==> src/rtl/core/rsk_pkg.sv <==
// Package for the record scrambler with keyed checksum.
// Holds the register codes, reset values, the config struct and the key byte table.
// No dependencies.
`timescale 1ns / 1ps

package rsk_pkg;

	localparam int unsigned KeyW    = 16;
	localparam int unsigned SizeW   = 16;
	localparam int unsigned AccW    = 32;
	localparam int unsigned SeedSh  = 9;

	localparam logic [15:0] KeyReset  = 16'hE2F1;
	localparam logic [15:0] SizeReset = 16'd164;
	localparam logic        EnReset   = 1'b1;

	// register indexes on the configuration port
	typedef enum logic [1:0] {
		REG_CHECKSUM_KEY = 2'd0,
		REG_RECORD_SIZE  = 2'd1,
		REG_CHECK_ENABLE = 2'd2
	} reg_index_t;

	typedef struct packed {
		logic [KeyW-1:0]  checksum_key;
		logic [SizeW-1:0] record_size;
		logic             check_enable;
	} cfg_t;

	typedef struct packed {
		logic [7:0]      scrambled_byte;
		logic [AccW-1:0] checksum_value;
		logic            checksum_valid;
		logic            end_of_file;
	} result_t;

	// scramble key byte at a record-relative phase
	function automatic logic [7:0] key_byte(input logic [1:0] phase);
		logic [7:0] kb;
		unique case (phase)
			2'd1:    kb = 8'hCF;
			2'd2:    kb = 8'hAB;
			default: kb = 8'hFC;
		endcase
		return kb;
	endfunction

endpackage

==> src/rtl/core/rsk_if.sv <==
// Stream interfaces for the record scrambler: plaintext requests and result requests.
// Depends on rsk_pkg for the payload widths.
`timescale 1ns / 1ps

interface rsk_byte_if;
	logic       valid;
	logic       ready;
	logic [7:0] data_byte;
	logic       last_byte;

	modport source (output valid, data_byte, last_byte, input ready);
	modport sink   (input valid, data_byte, last_byte, output ready);
endinterface

interface rsk_result_if;
	import rsk_pkg::*;
	logic            valid;
	logic            ready;
	logic [7:0]      scrambled_byte;
	logic [AccW-1:0] checksum_value;
	logic            checksum_valid;
	logic            end_of_file;

	modport source (output valid, scrambled_byte, checksum_value, checksum_valid,
		end_of_file, input ready);
	modport sink   (input valid, scrambled_byte, checksum_value, checksum_valid,
		end_of_file, output ready);
endinterface

==> src/rtl/core/rsk_cfg.sv <==
// Configuration registers of the record scrambler.
// Depends on rsk_pkg for register codes and reset values.
`timescale 1ns / 1ps

module rsk_cfg
	import rsk_pkg::*;
(
	input  logic        clk,
	input  logic        arst_n,
	input  logic        cfg_wen,
	input  logic [1:0]  cfg_index,
	input  logic [15:0] cfg_data,
	output cfg_t        cfg
);

	cfg_t cfg_q;

	// register writes by index
	always_ff @(posedge clk or negedge arst_n) begin
		if (!arst_n) begin
			cfg_q.checksum_key <= KeyReset;
			cfg_q.record_size  <= SizeReset;
			cfg_q.check_enable <= EnReset;
		end else if (cfg_wen) begin
			unique case (reg_index_t'(cfg_index))
				REG_CHECKSUM_KEY: cfg_q.checksum_key <= cfg_data;
				REG_RECORD_SIZE:  cfg_q.record_size  <= cfg_data;
				REG_CHECK_ENABLE: cfg_q.check_enable <= cfg_data[0];
				default: ;
			endcase
		end
	end

	assign cfg = cfg_q;

endmodule

==> src/rtl/core/rsk_engine.sv <==
// File state and per-byte datapath: scramble, word packing and checksum fold.
// Depends on rsk_pkg for the config and result structs and the key table.
`timescale 1ns / 1ps

module rsk_engine
	import rsk_pkg::*;
(
	input  logic       clk,
	input  logic       arst_n,
	input  logic       fire,
	input  logic [7:0] data_byte,
	input  logic       last_byte,
	input  cfg_t       cfg,
	output result_t    result
);

	logic [AccW-1:0]  acc_q;
	logic [23:0]      partial_q;
	logic [1:0]       lane_q;
	logic [2:0]       wcount_q;
	logic [1:0]       phase_q;
	logic [SizeW-1:0] pos_q;
	logic             in_file_q;

	logic [AccW-1:0]  seed;
	logic [AccW-1:0]  acc_base;
	logic [7:0]       scr;
	logic [AccW-1:0]  word;
	logic [AccW-1:0]  mixed;
	logic [AccW-1:0]  fold_sum;
	logic [AccW-1:0]  folded;
	logic [AccW-1:0]  acc_next;
	logic [23:0]      partial_next;
	logic [SizeW-1:0] pos_inc;
	logic             rec_end;
	logic             chk_valid;

	// seed taken at the first byte of a file
	assign seed     = {{(AccW-KeyW-SeedSh){1'b0}}, cfg.checksum_key, {SeedSh{1'b0}}};
	assign acc_base = in_file_q ? acc_q : seed;

	// scramble with the record-relative key byte
	assign scr  = data_byte ^ key_byte(phase_q);
	assign word = {scr, partial_q};

	// xor or add, then the fold on every fourth word
	always_comb begin
		if (cfg.checksum_key[0] ^ wcount_q[0])
			mixed = acc_base + word;
		else
			mixed = acc_base ^ word;
		fold_sum = mixed + {{(AccW-KeyW){1'b0}}, cfg.checksum_key};
		if (wcount_q[1:0] == 2'd0)
			folded = mixed ^ (wcount_q[2] ? (fold_sum >> 5) : (fold_sum >> 1));
		else
			folded = mixed;
		acc_next = (lane_q == 2'd3) ? folded : acc_base;
	end

	// pack the byte into its lane of the partial word
	always_comb begin
		partial_next = partial_q;
		unique case (lane_q)
			2'd0:    partial_next[7:0]   = scr;
			2'd1:    partial_next[15:8]  = scr;
			2'd2:    partial_next[23:16] = scr;
			default: partial_next        = '0;
		endcase
	end

	assign pos_inc = pos_q + 1'b1;
	assign rec_end = (pos_inc == cfg.record_size);

	// result of this byte
	assign chk_valid             = last_byte & cfg.check_enable;
	assign result.scrambled_byte = scr;
	assign result.checksum_value = chk_valid ? acc_next : '0;
	assign result.checksum_valid = chk_valid;
	assign result.end_of_file    = last_byte;

	// file state update, cleared on the last byte
	always_ff @(posedge clk or negedge arst_n) begin
		if (!arst_n) begin
			acc_q     <= '0;
			partial_q <= '0;
			lane_q    <= '0;
			wcount_q  <= '0;
			phase_q   <= '0;
			pos_q     <= '0;
			in_file_q <= 1'b0;
		end else if (fire) begin
			if (last_byte) begin
				acc_q     <= seed;
				partial_q <= '0;
				lane_q    <= '0;
				wcount_q  <= '0;
				phase_q   <= '0;
				pos_q     <= '0;
				in_file_q <= 1'b0;
			end else begin
				acc_q     <= acc_next;
				partial_q <= partial_next;
				lane_q    <= lane_q + 1'b1;
				in_file_q <= 1'b1;
				if (lane_q == 2'd3)
					wcount_q <= wcount_q + 1'b1;
				if (rec_end) begin
					pos_q   <= '0;
					phase_q <= '0;
				end else begin
					pos_q   <= pos_inc;
					phase_q <= (phase_q >= 2'd2) ? 2'd0 : phase_q + 1'b1;
				end
			end
		end
	end

endmodule

==> src/rtl/core/record_scramble_keyed_checksum.sv <==
// Top level of the record scrambler with keyed checksum.
// Depends on rsk_pkg, rsk_if, rsk_cfg and rsk_engine.
//
//   channel    | role   | payload
//   -----------+--------+---------------------------------------------------------
//   plaintext  | sink   | data_byte, last_byte
//   scrambled  | source | scrambled_byte, checksum_value, checksum_valid, end_of_file
//   cfg_*      | write  | cfg_wen, cfg_index, cfg_data
//
// One byte per cycle sustained while the result side is ready. The input register feeds
// the engine, whose result lands in the output register to be offered, and the checksum
// loop (one add or xor, one add, one shift) closes combinationally around acc_q.
// A stalled output holds both registers; plaintext ready drops only when both are full.
// Reset clears the file state and loads the default register values.
`timescale 1ns / 1ps

module record_scramble_keyed_checksum
	import rsk_pkg::*;
(
	input  logic          clk,
	input  logic          arst_n,
	rsk_byte_if.sink      plaintext,
	rsk_result_if.source  scrambled,
	input  logic          cfg_wen,
	input  logic [1:0]    cfg_index,
	input  logic [15:0]   cfg_data
);

	cfg_t       cfg;
	result_t    result;
	result_t    out_q;
	logic       out_valid_q;
	logic       valid_s1;
	logic [7:0] data_s1;
	logic       last_s1;
	logic       advance;
	logic       fire;

	rsk_cfg u_cfg (
		.clk       (clk),
		.arst_n    (arst_n),
		.cfg_wen   (cfg_wen),
		.cfg_index (cfg_index),
		.cfg_data  (cfg_data),
		.cfg       (cfg)
	);

	// pipeline moves when the output register is free or being taken
	assign advance         = !out_valid_q || scrambled.ready;
	assign fire            = valid_s1 && advance;
	assign plaintext.ready = !valid_s1 || advance;

	// input register
	always_ff @(posedge clk or negedge arst_n) begin
		if (!arst_n)
			valid_s1 <= 1'b0;
		else if (plaintext.ready)
			valid_s1 <= plaintext.valid;
	end

	always_ff @(posedge clk) begin
		if (plaintext.ready && plaintext.valid) begin
			data_s1 <= plaintext.data_byte;
			last_s1 <= plaintext.last_byte;
		end
	end

	rsk_engine u_engine (
		.clk       (clk),
		.arst_n    (arst_n),
		.fire      (fire),
		.data_byte (data_s1),
		.last_byte (last_s1),
		.cfg       (cfg),
		.result    (result)
	);

	// output register
	always_ff @(posedge clk or negedge arst_n) begin
		if (!arst_n)
			out_valid_q <= 1'b0;
		else if (advance)
			out_valid_q <= valid_s1;
	end

	always_ff @(posedge clk) begin
		if (fire)
			out_q <= result;
	end

	assign scrambled.valid          = out_valid_q;
	assign scrambled.scrambled_byte = out_q.scrambled_byte;
	assign scrambled.checksum_value = out_q.checksum_value;
	assign scrambled.checksum_valid = out_q.checksum_valid;
	assign scrambled.end_of_file    = out_q.end_of_file;

endmodule

==> src/flat_wrapper.sv <==
// flat-port wrapper written by rule: the top's interface ports become plain ports
module record_scramble_keyed_checksum_flat import rsk_pkg::*;
  (clk, arst_n, cfg_wen, cfg_index, cfg_data, plaintext_valid, plaintext_data_byte, plaintext_last_byte, plaintext_ready, scrambled_valid, scrambled_scrambled_byte, scrambled_checksum_value, scrambled_checksum_valid, scrambled_end_of_file, scrambled_ready);
  rsk_byte_if plaintext_i ();
  rsk_result_if scrambled_i ();
  input  logic clk;
  input  logic arst_n;
  input  logic cfg_wen;
  input  logic [1:0] cfg_index;
  input  logic [15:0] cfg_data;
  input wire logic [$bits(plaintext_i.valid)-1:0] plaintext_valid;
  input wire logic [$bits(plaintext_i.data_byte)-1:0] plaintext_data_byte;
  input wire logic [$bits(plaintext_i.last_byte)-1:0] plaintext_last_byte;
  output wire logic [$bits(plaintext_i.ready)-1:0] plaintext_ready;
  output wire logic [$bits(scrambled_i.valid)-1:0] scrambled_valid;
  output wire logic [$bits(scrambled_i.scrambled_byte)-1:0] scrambled_scrambled_byte;
  output wire logic [$bits(scrambled_i.checksum_value)-1:0] scrambled_checksum_value;
  output wire logic [$bits(scrambled_i.checksum_valid)-1:0] scrambled_checksum_valid;
  output wire logic [$bits(scrambled_i.end_of_file)-1:0] scrambled_end_of_file;
  input wire logic [$bits(scrambled_i.ready)-1:0] scrambled_ready;
  assign plaintext_i.valid = plaintext_valid;
  assign plaintext_i.data_byte = plaintext_data_byte;
  assign plaintext_i.last_byte = plaintext_last_byte;
  assign plaintext_ready = plaintext_i.ready;
  assign scrambled_valid = scrambled_i.valid;
  assign scrambled_scrambled_byte = scrambled_i.scrambled_byte;
  assign scrambled_checksum_value = scrambled_i.checksum_value;
  assign scrambled_checksum_valid = scrambled_i.checksum_valid;
  assign scrambled_end_of_file = scrambled_i.end_of_file;
  assign scrambled_i.ready = scrambled_ready;
  record_scramble_keyed_checksum u_core (.clk(clk), .arst_n(arst_n), .plaintext(plaintext_i), .scrambled(scrambled_i), .cfg_wen(cfg_wen), .cfg_index(cfg_index), .cfg_data(cfg_data));
endmodule
==> config.mk <==
export PLATFORM = sky130hd
export DESIGN_NAME = record_scramble_keyed_checksum_flat
export DESIGN_NICKNAME = d
export VERILOG_FILES = /design/src/rtl/core/rsk_pkg.sv /design/src/rtl/core/rsk_if.sv /design/src/rtl/core/rsk_cfg.sv /design/src/rtl/core/rsk_engine.sv /design/src/rtl/core/record_scramble_keyed_checksum.sv /design/src/flat_wrapper.sv
export SDC_FILE = /design/constraint.sdc
export NUM_CORES = 1
export LEC_CHECK = 0
export ABC_CLOCK_PERIOD_IN_PS = 18400
export BUFFER_PORTS_ARGS = -buffer_cell sky130_fd_sc_hd__buf_2
export CELL_PAD_IN_SITES_DETAIL_PLACEMENT = 1
export CELL_PAD_IN_SITES_GLOBAL_PLACEMENT = 2
export CORE_MARGIN = 2
export CORE_UTILIZATION = 42
export CTS_CLUSTER_DIAMETER = 80
export DETAILED_ROUTE_END_ITERATION = 8
export GPL_ROUTABILITY_DRIVEN = 0
export HOLD_SLACK_MARGIN = 0.12
export PLACE_DENSITY_LB_ADDON = 0.25
export REMOVE_ABC_BUFFERS = 1
export SYNTH_ARGS = -nofsm -noshare
export SYNTH_HDL_FRONTEND = slang
export SYNTH_SLANG_ARGS = --single-unit
==> constraint.sdc <==
create_clock -name clk -period 18.4 [get_ports clk]
set_input_delay 4.6 -clock clk [delete_from_list [all_inputs] [get_ports clk]]
set_output_delay 4.6 -clock clk [all_outputs]
set_load 0.05 [all_outputs]
==> results, run 1 <==
- The tightest min-delay check is of the reg -> reg type.
- The number of cells on the worst reg-to-reg path is 23.
- The number of antenna violations at the first check in global routing is 0.
- For flop-to-flop paths, the worst setup slack is 12000 ps.
- The number of antenna repair diodes is 0.
- Summed over all layers, the global routing overflow is 0.
- In this run the horizontal extent of the chip is 170 µm.
- In this run the clock root is driven by a sky130_fd_sc_hd__clkbuf_16.
- Among the stages of the critical path, the cell type that occurs most often is sky130_fd_sc_hd__buf_2.
- Of the total power, the clock network draws 0.206.
- The share of synthesized area in the top cell type comes to 0.220.
- In the post-synthesis netlist, the biggest area contributors are sky130_fd_sc_hd__dfrtp_1 22%, sky130_fd_sc_hd__edfxtp_1 13%, sky130_fd_sc_hd__ha_1 6.2%.
- TritonCTS created 17 clock buffers.
- TritonCTS built the clock tree.
- The startpoint of the lowest-slack hold path is u_core.u_engine.acc_q[5].
- The detail route stage leaves a number of antenna-violating nets equal to 0.
- In the routed layout, each cell is associated on average with a via count of 5.97.
- For the final database, setup skew stands at 19.6 ps.
- The gate family responsible for the most delay along the worst path is buffers and inverters.
- The area used by sequential logic in the layout is 4430 µm².
- In this run the tool buffered the top-level ports with 75 buffer cells.
- The area enclosed by the die boundary is 29000 µm².
- Once detailed placement completed, the half-perimeter wirelength came to 27400 µm.
- The library cell used most frequently in the layout, excluding fill and tap cells, is sky130_fd_sc_hd__nand2_1.
- With fillers left out, the area of the finished cells amounts to 12800 µm².
- The overall routing resource usage is 0.270.
- The average instance in the mapped netlist occupies 9.12 µm².
- The wire length of the first global-routing pass is 59200 µm.
- The number of buffers added to fix hold violations after cts is 0.
- The power density over cell area is 135 nW/µm².
- The number of design-rule violations left by the first detailed-router iteration is 701.
- The aggregate routed wire length is 37700 µm.
- The critical path goes through buf_2 > nand3b_1 > buf_2.
- The core footprint is 27000 µm².
- In the synthesized netlist the dominant register cell turns out to be sky130_fd_sc_hd__dfrtp_1.
- The later pin in the worst-skew pair is clocked with a latency of 460 ps.
- After synthesis the cells add up to 11600 µm².
- The number of detailed-route iterations in the first pass is 5.
- The routed layout has 9972 vias.
- The maximum operating frequency is 0.103 GHz.
- The worst-case setup slack after placement is 8680 ps.
- The Yosys step of the flow raised 0 warnings.
- The critical path is of the in -> out type.
- The flow ran to the end, and the final reports show no timing, DRC or antenna violations.
- For this run, the slowest stage of the critical path takes 230 ps.
- Synthesis instantiated 85 different standard cells from the library.
- Of the cells placed in the final design, the portion with a size suffix greater than 1 is 0.159.
- The via count of the first global-routing pass came to 10100.
- Setup repair after global routing left no endpoint under its margin.
- The count of flip-flops with a built-in enable after synthesis is 51.
- The number of cell rows is 60.
- The initial standard-cell utilization of the core is 0.430.
- In this run the worst path has a maximum fanout of 3.
- For this run, design rule violations remaining after detail routing come to 0.
- Entering global routing, the biggest net connects 64 pins.
- The worst register-to-register path begins at u_core.u_engine.in_file_q.
- The cell count after synthesis is 1274.
- The path with the worst hold slack has its endpoint at u_core.u_engine.acc_q[5].
- The total power is 1.73 mW.
- The required time at the endpoint of the critical path is 13800 ps.
- The clock transition time at the flip-flop clock pins of the worst setup and hold paths is 80 ps.
- The switching power total is 794 µW.
- Summing all placed instances gives a cell area of 12300 µm².
- The multi-input combinational cells in the finished layout cover a total of 6800 µm².
- STA puts the critical path data arrival time at 5120 ps.
- The worst supply voltage drop on vdd is 71.4 µV.
- The utilization after layout is 0.475.
- Of the total power, combinational logic draws 0.508.
- The final layout contains 1409 nets.
- The share of the cycle needed by the critical path after routing is 0.528.
- The endpoint type of the worst setup path is a primary output.
- The internal power of the cells is 940 µW.
- No sink is reached through more buffers than the 2 on the longest clock path.
- Dividing the detail-routed wire length by the instance count gives 22.6 µm.
- The clock tree synthesis step divided the H-tree into 4 levels.
- The number of hold violations in the final report is 0.
- The kind of launch point of the worst setup path is a primary input.
- Compared with the post-synthesis result, the final layout area differs by 10.5%.
- The die span in y is 170 µm.
- Fill cells in the final layout number 3150.
- The max-slew violation count came to 0.
- In this run the critical register-to-register path is captured at u_core.scrambled.checksum_value[29].
- The slew of the pin with the lowest slew margin is 1110 ps.
- After synthesis, the share of flip-flops with an asynchronous set or reset is 0.693.
- Of the total power, the share spent switching nets is 0.458.
- The post-synthesis sequential element count is 166.
- The master of the slowest instance on the critical path is sky130_fd_sc_hd__buf_2.
- Leaving out fill and tap cells, the most frequent cells in the layout are 148 x sky130_fd_sc_hd__nand2_1, 102 x sky130_fd_sc_hd__dfrtp_1, 89 x sky130_fd_sc_hd__nor2_1, 89 x sky130_fd_sc_hd__o21ai_0, 81 x sky130_fd_sc_hd__a21oi_1.
- The clock drives 166 sinks.
- The portion of the post-synthesis area used by sequential elements is 0.381.
- The final worst setup slack is 8680 ps.
- The number of cells on the worst hold path is 2.
- The post-CTS setup repair buffer count is 0.
- The relative slew slack is 0.257.
- The worst path in the final design needs a cycle of 9720 ps, including I/O delays and setup.
- The standby leakage power is 5.42 nW.
- The number of max-cap violations is 0.
- In this run the count of I/O pins placed on the die edge is 76.
- The summed negative setup slack over all endpoints is 0 ps.
- In this run, post-CTS repair resized a total of 0 instances.
- The total buffers and inverters traversed by the critical path is 2.
- The final number of setup-violating endpoints is 0.
- The sequential cell fraction of total power is 0.286.
- The library cell with the largest summed area after synthesis is sky130_fd_sc_hd__dfrtp_1.
## power groups by stage
| stage | registers (mW) | logic, mW | clock network, mW |
|---|---|---|---|
| global placement | 0.500 | 0.851 | 0 |
| global route | 0.504 | 0.964 | 0.377 |
| floorplan | 0.524 | 0.594 | 0 |
| finish | 0.497 | 0.881 | 0.357 |
| CTS | 0.497 | 0.873 | 0.363 |
| detailed placement | 0.502 | 0.866 | 0 |
## area by class of cell
type                            count  share of cell area
Clock buffer                       17              0.0331
Sequential cell                   166               0.345
Clock inverter                     15              0.0100
Inverter                           41              0.0120
Tap cell                          341              0.0332
Timing Repair Buffer               89              0.0376
Multi-Input combinational cell   1002               0.529
## how the worst max path moves through the flow
stage	from	to	slack [ps]	cells after the start
floorplan	scrambled_ready	plaintext_ready	8720	1
global placement	scrambled_ready	plaintext_ready	8710	3
detailed placement	scrambled_ready	plaintext_ready	8680	3
CTS	scrambled_ready	plaintext_ready	8680	3
global route	scrambled_ready	plaintext_ready	8640	3
finish	scrambled_ready	plaintext_ready	8680	3
## cells in the mapped netlist (48+ instances only)
master and count:
sky130_fd_sc_hd__dfrtp_1 102, sky130_fd_sc_hd__o21ai_0 89, sky130_fd_sc_hd__clkbuf_1 55, sky130_fd_sc_hd__nand2_1 149, sky130_fd_sc_hd__xnor2_1 59, sky130_fd_sc_hd__nor2_1 89, sky130_fd_sc_hd__a21oi_1 81, sky130_fd_sc_hd__edfxtp_1 51
sky130_fd_sc_hd__ha_1 58, sky130_fd_sc_hd__mux2_2 52, sky130_fd_sc_hd__xor2_1 48
## metrics by stage
stage          hold slack (ps)  std cells
4_1_cts                    480       1671
3_5_place_dp               463       1639
6_report                   474       1671
2_1_floorplan              441       1209
3_3_place_gp               454       1639
5_1_grt                    505       1671
## layer usage
layer / up-vias / part of all wire / global-route usage
li1: 4698 / - / -
met4: 0 / 0.012 / 0.0554
met3: 25 / 0.043 / 0.0426
met2: 205 / 0.47 / 0.446
met5: - / 0 / 0
met1: 5044 / 0.48 / 0.376
## cell families (layout without fill, tap and decap cells)
family	after synthesis	in the layout	share of synthesized area
AOI/OAI and AO/OA	348	348	0.198
muxes	64	64	0.0607
DFF	166	166	0.381
and+or+nand+nor	421	421	0.176
adders and majority gates	61	61	0.0668
buffers and inverters	106	162	0.0354
xor gates and xnor gates	108	108	0.0821
## sequential cells by signal (all words and copies together), names as in the netlist
register,cells
u_core.scrambled.end_of_file,1
u_core.u_engine.phase_q,2
u_core.scrambled.checksum_value,32
u_core.u_engine.acc_q,32
u_core.data_s1,8
u_core.last_s1,1
u_core.u_cfg.cfg,33
u_core.scrambled.checksum_valid,1
u_core.u_engine.partial_q,24
u_core.u_engine.pos_q,16
u_core.u_engine.in_file_q,1
u_core.scrambled.valid,1
u_core.scrambled.scrambled_byte,8
u_core.valid_s1,1
u_core.u_engine.wcount_q,3
u_core.u_engine.lane_q,2
## tightest hold or removal path, delay by kind of cell, from the launching register on
family,cells,cell delay (ps)
AND/OR/NAND/NOR,1,40
AO/OA/AOI/OAI,1,60
flip-flops,1,340
Note: power is estimated with default switching activity, not from simulation.
==> run 2: changes to the inputs <==
--- a/config.mk
+++ b/config.mk
@@ -5,12 +5,12 @@
 export SDC_FILE = /design/constraint.sdc
 export NUM_CORES = 1
 export LEC_CHECK = 0
-export ABC_CLOCK_PERIOD_IN_PS = 18400
+export ABC_CLOCK_PERIOD_IN_PS = 9300
 export BUFFER_PORTS_ARGS = -buffer_cell sky130_fd_sc_hd__buf_2
 export CELL_PAD_IN_SITES_DETAIL_PLACEMENT = 1
 export CELL_PAD_IN_SITES_GLOBAL_PLACEMENT = 2
 export CORE_MARGIN = 2
-export CORE_UTILIZATION = 42
+export CORE_UTILIZATION = 39
 export CTS_CLUSTER_DIAMETER = 80
 export DETAILED_ROUTE_END_ITERATION = 8
 export GPL_ROUTABILITY_DRIVEN = 0
==> constraint.sdc (replaced) <==
create_clock -name clk -period 9.3 [get_ports clk]
set_input_delay 2.325 -clock clk [delete_from_list [all_inputs] [get_ports clk]]
set_output_delay 2.325 -clock clk [all_outputs]
set_load 0.05 [all_outputs]
==> run 2 against run 1 <==
  * Routed wire length grew 2.7%
  * Final area grew 0.73%
  * Total power grew 100%
  * First-iteration DRC count shrank 2.6%
  * Combinational power grew 100%
  * Clock-buffer cell count grew 1
  * Hold slack gained 5.1 ps
==> results, run 2 (synthesized netlist as in run 1, its figures left out) <==
- The flow ran to the end, and the final reports show no timing, DRC or antenna violations.
- The utilization after layout is 0.439 (-0.0364).
- The proportion of power drawn by combinational gates came to 0.511 (+0.003).
- The net count of the finished layout is 1410 (+0.071%).
- The number of antenna violations at the first check in global routing was 1 (+1).
- The wire length of the first global-routing pass is 59900 µm (+1.2%).
- The width of the chip is 177 µm (+3.7%).
- Traced cell by cell, the critical path runs through buf_4 > and2_1 > ha_1 > inv_1 > fa_1 > nor2b_1 > a21oi_1 > o211a_1 > o21ai_0 > nand2_1 > xnor2_1 > ha_1 > a21o_1 > a2111oi_0 > o31a_1 > o21ai_0 > a311o_1 > a21oi_1 > a211oi_2 > nand3_1 > xor2_1 > a221oi_1 > a2111oi_0 > nor2_1.
- Derived from the worst setup path, the maximum achievable clock frequency is 0.156 GHz.
- The post-CTS setup repair buffer count came to 0 (unchanged).
- The instance count on the critical path came to 24 (+21).
- The number of cell rows is 63 (+5.0%).
- TritonCTS built the clock tree.
- The aggregate routed wire length is 38700 µm (+2.7%).
- The clock period minus final worst setup slack is 6420 ps.
- The HPWL after detailed placement is 28400 µm (+3.6%).
- The power density over cell area is 269 nW/µm² (+99%).
- The count of fill cells added during filler insertion is 3461 (+9.9%).
- The worst supply voltage drop on vdd came to 163 µV (+130%).
- The count of port buffers added during placement was 75 (unchanged).
- The required time at the endpoint of the critical path was 9630 ps (-4170 ps).
- The number of flip-flops under the largest register name is 33 (unchanged).
- The sequential cell fraction of total power was 0.281 (-0.005).
- The worst-case setup slack after placement is 2940 ps (-5740 ps).
- The die span in y came to 177 µm (+3.7%).
- The DRC violation count after routing is 0 (unchanged).
- The switching portion of total power is 0.452 (-0.00614).
- The H-tree depth reported by CTS is 4 (unchanged).
- The cell sitting at the root of the clock tree is a sky130_fd_sc_hd__clkbuf_16.
- The summed negative setup slack over all endpoints is 0 ps (unchanged).
- The library cells used most frequently in the layout, excluding fill and tap cells, are 148 x sky130_fd_sc_hd__nand2_1, 102 x sky130_fd_sc_hd__dfrtp_1, 89 x sky130_fd_sc_hd__nor2_1, 89 x sky130_fd_sc_hd__o21ai_0, 81 x sky130_fd_sc_hd__a21oi_1.
- The final worst setup slack was 2880 ps (-5800 ps).
- Setup repair after global routing left no endpoint under its margin.
- The total power came to 3.48 mW (+100%).
- The worst setup path is captured at a flip-flop.
- The relative slew slack was 0.283 (+0.0259).
- The type of the most critical hold path is reg -> reg.
- The worst-skew pair later-pin latency was 460 ps (about the same).
- The number of antenna repair diodes came to 0 (unchanged).
- The count of pins on the block boundary is 76 (unchanged).
- The average wire per cell in the routed design was 22.5 µm (-0.32%).
- The kind of launch point of the worst setup path is a flip-flop.
- The share of post-route cells with drive strength above 1 came to 0.158 (-0.000871).
- The post-route antenna net violation count is 0 (unchanged).
- The internal power of the cells is 1.91 mW (+100%).
- The number of clock buffers inserted by TritonCTS is 17 (unchanged).
- The standby leakage power is 5.42 nW (about the same).
- The number of vias per cell after detailed routing was 5.82 (-2.6%).
- The switching power total was 1.57 mW (+98%).
- The number of cells on the worst reg-to-reg path is 24 (+4.3%).
- The clock transition time at the flip-flop clock pins of the worst setup and hold paths is 70 ps (about the same).
- The overall routing resource usage is 0.254 (-0.0160).
- The arrival time at the worst endpoint is 6750 ps (+1630 ps).
- The post-CTS resize count was 0 (unchanged).
- The slowest stage of the critical path is the sky130_fd_sc_hd__a2111oi_0 cell.
- By startpoint and endpoint, the worst setup path is classified as reg -> reg.
- The number of detailed-route iterations in the first pass came to 5 (unchanged).
- The initial standard-cell utilization of the core came to 0.394 (-0.0358).
- The via count of the first global-routing pass is 10000 (-0.74%).
- The slew of the pin with the lowest slew margin is 1070 ps (-38.6 ps).
- The number of cells on the worst hold path came to 2 (unchanged).
- The combined area of the multi-input logic cells is 6800 µm² (unchanged).
- The tightest hold margin is 479 ps (+5.07 ps).
- The total number of clock tree sinks is 166 (unchanged).
- The number of vias after detailed routing was 10000 (+0.36%).
- The final setup skew was 9.67 ps (-9.94 ps).
- The number of buffers added to fix hold violations after cts was 0 (unchanged).
- The worst-case clock buffer depth was 2 (unchanged).
- The number of max-cap violations is 0 (unchanged).
- The total buffers and inverters traversed by the critical path came to 2 (unchanged).
- The number of hold violations in the final report is 0 (unchanged).
- The share of the cycle needed by the critical path after routing is 0.690.
- The area enclosed by the die boundary is 31200 µm² (+7.5%).
- The commonest non-fill, non-tap cell in the layout is sky130_fd_sc_hd__nand2_1.
- The gate family responsible for the most delay along the worst path is compound AO/OA/AOI/OAI gates.
- The clock share of power is 0.208 (+0.002).
- The number of design-rule violations left by the first detailed-router iteration is 683 (-2.6%).
- The final number of setup-violating endpoints came to 0 (unchanged).
- The max-slew violation count is 0 (unchanged).
- The total overflow reported by the global router is 0 (unchanged).
- The layout overhead on the synthesized area is 11.3%.
- The longest individual stage delay on the worst path came to 670 ps (+440 ps).
- The core footprint is 29500 µm² (+9.1%).
- The largest fanout on the critical path is 44 (+41).
- The area used by sequential logic in the layout is 4430 µm² (unchanged).
- The largest net degree at the start of global routing is 72 (+13%).
[run 2: cell types whose count changed in the layout (fill, tap and decap cells not counted), sizes merged]
| cell | before | now |
|---|---|---|
| clkinvlp | 0 | 4 |
| buf | 89 | 90 |
| clkinv | 3 | 4 |
| inv | 53 | 45 |
| clkbuf | 17 | 18 |
| bufinv | 0 | 2 |
[run 2: through the flow]
step           area (µm²)  instances
3_5_place_dp        12400       1689
5_1_grt             12900       1721
4_1_cts             12900       1721
3_3_place_gp        12400       1689
6_report            12900       1721
2_1_floorplan       11400       1209
[run 2: worst paths after layout]
| path | slack [ps] | to | startpoint |
|---|---|---|---|
| setup / recovery | 2880 | u_core.u_engine.acc_q[22] | u_core.u_engine.in_file_q |
| hold / removal | 480 | u_core.u_engine.acc_q[6] | u_core.u_engine.acc_q[6] |
| setup reg to reg | 2880 | u_core.u_engine.acc_q[22] | u_core.u_engine.in_file_q |
| hold reg to reg | 480 | u_core.u_engine.acc_q[6] | u_core.u_engine.acc_q[6] |
| max in group asynchronous | 5990 | u_core.u_engine.partial_q[18] | arst_n |
| min in group asynchronous | 1890 | u_core.u_engine.pos_q[6] | arst_n |
[run 2: layout make-up]
| class | instances | area share |
|---|---|---|
| timing repair buffer | 90 | 0.0379 |
| multi-input combinational | 1002 | 0.526 |
| clock inverter | 14 | 0.0116 |
| sequential | 166 | 0.342 |
| tap | 390 | 0.0377 |
| inverter | 41 | 0.0119 |
| clock buffer | 18 | 0.0332 |
[run 2: worst min-delay path, stage by stage (launching register included)]
cell and delay, ps:
sky130_fd_sc_hd__dfrtp_1 340, sky130_fd_sc_hd__nand2_1 40, sky130_fd_sc_hd__o21ai_0 60
[run 2: per-layer routing]
metal	share of wire	vias to the layer above	GRT usage	routed length, µm
li1	-	4703	-	-
met1	0.48	5023	0.364	18600
met2	0.45	238	0.399	17600
met3	0.046	42	0.0419	1790
met4	0.018	2	0.0661	690
met5	0.00026	-	0	10
[run 2: power groups by stage]
stage	Clock (mW)	Sequential [mW]	Combinational [mW]
detailed placement	0	0.992	1.75
finish	0.724	0.978	1.78
floorplan	0	1.04	1.18
global placement	0	0.988	1.72
CTS	0.739	0.979	1.76
global route	0.766	0.992	1.94
